`config.mk`:
```
export PLATFORM = sky130hd
export DESIGN_NAME = gmw_ram
export DESIGN_NICKNAME = d
export VERILOG_FILES = /design/src/rtl/core/gmw_ram.sv
export SDC_FILE = /design/constraint.sdc
export NUM_CORES = 2
export LEC_CHECK = 0
export BUFFER_PORTS_ARGS = -buffer_cell sky130_fd_sc_hd__buf_2
export CORE_ASPECT_RATIO = 1.75
export CORE_UTILIZATION = 45
export DETAILED_ROUTE_END_ITERATION = 16
export GPL_TIMING_DRIVEN = 0
export SETUP_SLACK_MARGIN = 0.1
export SYNTH_ARGS = -nofsm -noshare
export SYNTH_HDL_FRONTEND = slang
export SYNTH_SLANG_ARGS = --single-unit
```
`constraint.sdc`:
```
create_clock -name clk_i -period 3.74 [get_ports clk_i]
set_clock_uncertainty 0.1 [all_clocks]
set_input_delay 0 -clock clk_i [delete_from_list [all_inputs] [get_ports clk_i]]
set_output_delay 0 -clock clk_i [all_outputs]
set_load 0.05 [all_outputs]
```
`src/rtl/core/gmw_ram.sv`:
```
// ----------------------------------------------------------------------------
// Generic single-port RAM
// One access per cycle, write or read, with registered read data.
// ----------------------------------------------------------------------------
module gmw_ram #(
  parameter int WIDTH = 8,
  parameter int DEPTH = 256
) (
  input  logic                     clk_i,
  input  logic                     en_i,
  input  logic                     we_i,
  input  logic [$clog2(DEPTH)-1:0] addr_i,
  input  logic [WIDTH-1:0]         wdata_i,
  output logic [WIDTH-1:0]         rdata_o
);

  logic [WIDTH-1:0] mem_q [DEPTH];
  logic [WIDTH-1:0] rdata_q;

  always_ff @(posedge clk_i) begin
    if (en_i) begin
      if (we_i) begin
        mem_q[addr_i] <= wdata_i;
      end else begin
        rdata_q <= mem_q[addr_i];
      end
    end
  end

  assign rdata_o = rdata_q;

endmodule

```
==> qor.txt <==
FF-to-FF End: rdata_o[5]$_DFFE_PP_
Post-Syn Area: 0.0784 mm2
synthesis-stage register bit count: 2,056
CP Launch Point: addr_i[1]
WL per Instance: 35.8 um
Global Route Usage Sum: 24.9%
Synth Warn #: 0
status: complete, but fails checks
first-pass GRT wire length: 302,000 um
Final Hold Vio Count: 0
# IOs: 27
Synth area leader: edfxtp_1
Max IR drop VDD: 0.381 mV
Post-synth top cells: 2,056 x edfxtp_1, 512 x mux4_2, 259 x nor2_1, 256 x a22oi_1, 143 x clkbuf_1
final net count: 3,778
Finish-stage setup viols: 1
Layout area overhead: 12.2%
count leader, synth: edfxtp_1
Synth Flop Type: edfxtp_1
flop2flop setup slack: 0.28 ns
Synth cell types: 21
Synth Area in Compound Gates: 3.63%
CTS buffer count: 177
# rows: 202
period utilisation layout: 100%
Yosys top cell area share: 78.8%
share of layout cells above drive strength 1: 25.6%
Syn Inst Count: 3,526
TritonCTS clock tree: built
Sink Count: 2,056
worst reg2reg startpoint: mem_q[47][5]$_DFFE_PP_
WP data arrival: 4.17 ns
antenna violations before repair: 7
Max Clk Rate: 267 MHz
RSZ-0062 raised after global routing: true
Worst-Skew Late Latency: 0.83 ns
Die ar.: 0.176 mm2
clk slew on worst S/H paths: 0.07 ns
# port buffers: 24
die width: 317 um
largest net degree at the start of global routing: 153
core box area: 0.173 mm2
Post-Synth Adder-Cell Area: 0%
Die Span Y: 554 um
Synth Area in XOR/XNOR: 0%
Slew Limit Headroom: 5.99%
minimum clock period: 3.75 ns
vias in the first global route: 39.0k
async set-reset flop share out of synthesis: 0%
initial cell density of the core: 45.3%
detailed-route via count: 37.3k
top post-synthesis cells by area: edfxtp_1 79%, mux4_2 15%, a22oi_1 2.5%
Max-Cap Viols: 0
Leak: 0.0263 uW
mux share of post-synthesis cell area: 14.7%
Critical Path RT: 4.16 ns
critical-path maximum fanout: 10
post-synthesis net count: 3,545
critical path class: in -> reg
Detail Route Antenna Nets: 0
number of synthesized flops with an enable pin: 2,056
setup repair bufs after CTS: 0
WHS: 0.137 ns
register area share after synthesis: 78.8%
Hold WC Path Type: in -> reg
Final HPWL DP: 149,000 um
Clock Tree Buf Depth: 4
r2r worst-path depth: 5
failing checks: setup timing
clock root buffer: clkbuf_16
initial DRC count: 3,990
global route total overflow: 0
Filler cells: 13.7k
CP Capture Point: rdata_o[3]$_DFFE_PP_
Setup crit end kind: register
max-slew violations: 0
Worst Setup Start Kind: input port
drc violations: 0
vias per cell: 6.08
Slew @ Worst Pin: 1.41 ns
H-tree depth: 4
largest family of logic cells by synthesized area: multiplexers
final wirelength: 219,000 um
pwr dens: 524 mW/mm2
syn avg cell area: 22.2 um2
Initial DRT Pass Iterations: 8
Finished Core Util: 50.9%
final setup margin: -0.00734 ns
GPL Wtd Cong: 1.10
Synth Area in Simple Gates: 1.61%
==> sequential cells by signal, summed over array words and instances, names as in the netlist <==
signal / count
mem_q: 2048
rdata_o: 8
==> per-layer routing <==
layer  wire length (um)  share of wire, %  track usage, %  vias to the layer above
met5                 42             0.019               0                        -
met4              15800               7.2            16.1                        8
met3              13900               6.3            3.99                      443
met2             118000                54            45.3                     1475
met1              71700                33            26.9                    19997
li1                   -                 -               -                    15414
==> power breakdown <==
group          switching [uW]  internal [uW]  total [uW]
combinational            1570            727        2290
sequential               10.5          25400       25400
clock                    8160          10300       18500
total                    9730          36400       46100
==> cells in the final DEF (no fill, tap or decap), types with 7 or more instances in the layout <==
cell           instances
clkinv_2              30
a21oi_1              128
o41ai_2                8
a22oi_1              256
o41ai_1               24
nand4_1                8
nor2_2                88
edfxtp_1            2056
nor2b_1                7
buf_4                 11
dlygate4sd3_1         13
nand2_2               15
buf_8                  8
bufinv_16             21
clkbuf_16            181
clkinv_1              40
nor2_1               170
clkbuf_2              21
buf_12                 7
clkbuf_1             147
nand2_1               15
buf_2                 60
buf_6                  9
mux4_2               512
buf_16                10
buf_1                 20
==> cell families (layout without fill, tap and decap cells) <==
kind of cell | after synthesis | after routing
compound gates | 416 | 416
other cells | 0 | 4
flops | 2056 | 2056
mux | 512 | 512
buf+inv | 225 | 589
simple gates | 317 | 317
==> cell type report <==
class / count / area, um2 / share of cell area, %
multi-input cells: 1245 / 16000 / 18.2
diodes: 4 / 10.0 / 0.0114
well taps: 2244 / 2810 / 3.19
plain buffers: 225 / 1040 / 1.18
clock inverters: 101 / 1010 / 1.15
flip-flops and latches: 2056 / 61700 / 70.2
repair buffers: 54 / 746 / 0.848
clock buffers: 209 / 4630 / 5.27
==> critical path, stage by stage <==
cell,delay [ns]
buf_2,0.48
clkbuf_1,0.75
clkdlybuf4s15_1,0.79
mux4_2,0.43
a22oi_1,0.35
a21oi_1,0.24
o41ai_1,0.91
nand4_1,0.18
==> how the worst min path moves through the flow <==
stage / from / to / slack, ns / cells after the start
final: wdata_i[1] / mem_q[147][1]$_DFFE_PP_ / 0.14 / 2
after global routing: wdata_i[1] / mem_q[147][1]$_DFFE_PP_ / 0.15 / 2
after CTS: wdata_i[1] / mem_q[97][1]$_DFFE_PP_ / 0.12 / 2
after detailed placement: wdata_i[1] / mem_q[147][1]$_DFFE_PP_ / 0.37 / 1
after global placement: we_i / rdata_o[0]$_DFFE_PP_ / 0.51 / 2
after floorplan: wdata_i[0] / mem_q[0][0]$_DFFE_PP_ / -0.001 / 0
==> metrics by stage <==
stage	setup TNS (ns)	setup WS [ns]	std cells	total power [uW]	cell area, um2
after global routing	0	0.0832	6135	47100	88000
after global placement	-4068.76	-2.17	5794	28200	81300
final	-0.00734	-0.00734	6138	46100	88000
after CTS	-19.14	-0.157	6134	46300	87800
after detailed placement	-2135.40	-1.74	5811	28200	81800
after floorplan	0	1.34	3526	27000	78400
==> timing repair <==
item / 4_1_cts / 5_1_grt
endpoints found under the hold margin: 1098 / 0
hold buffers: 13 / 0
gates resized for setup: 86 / 42
setup endpoints to repair: 1648 / 736
Note: power is estimated with default switching activity, not from simulation.
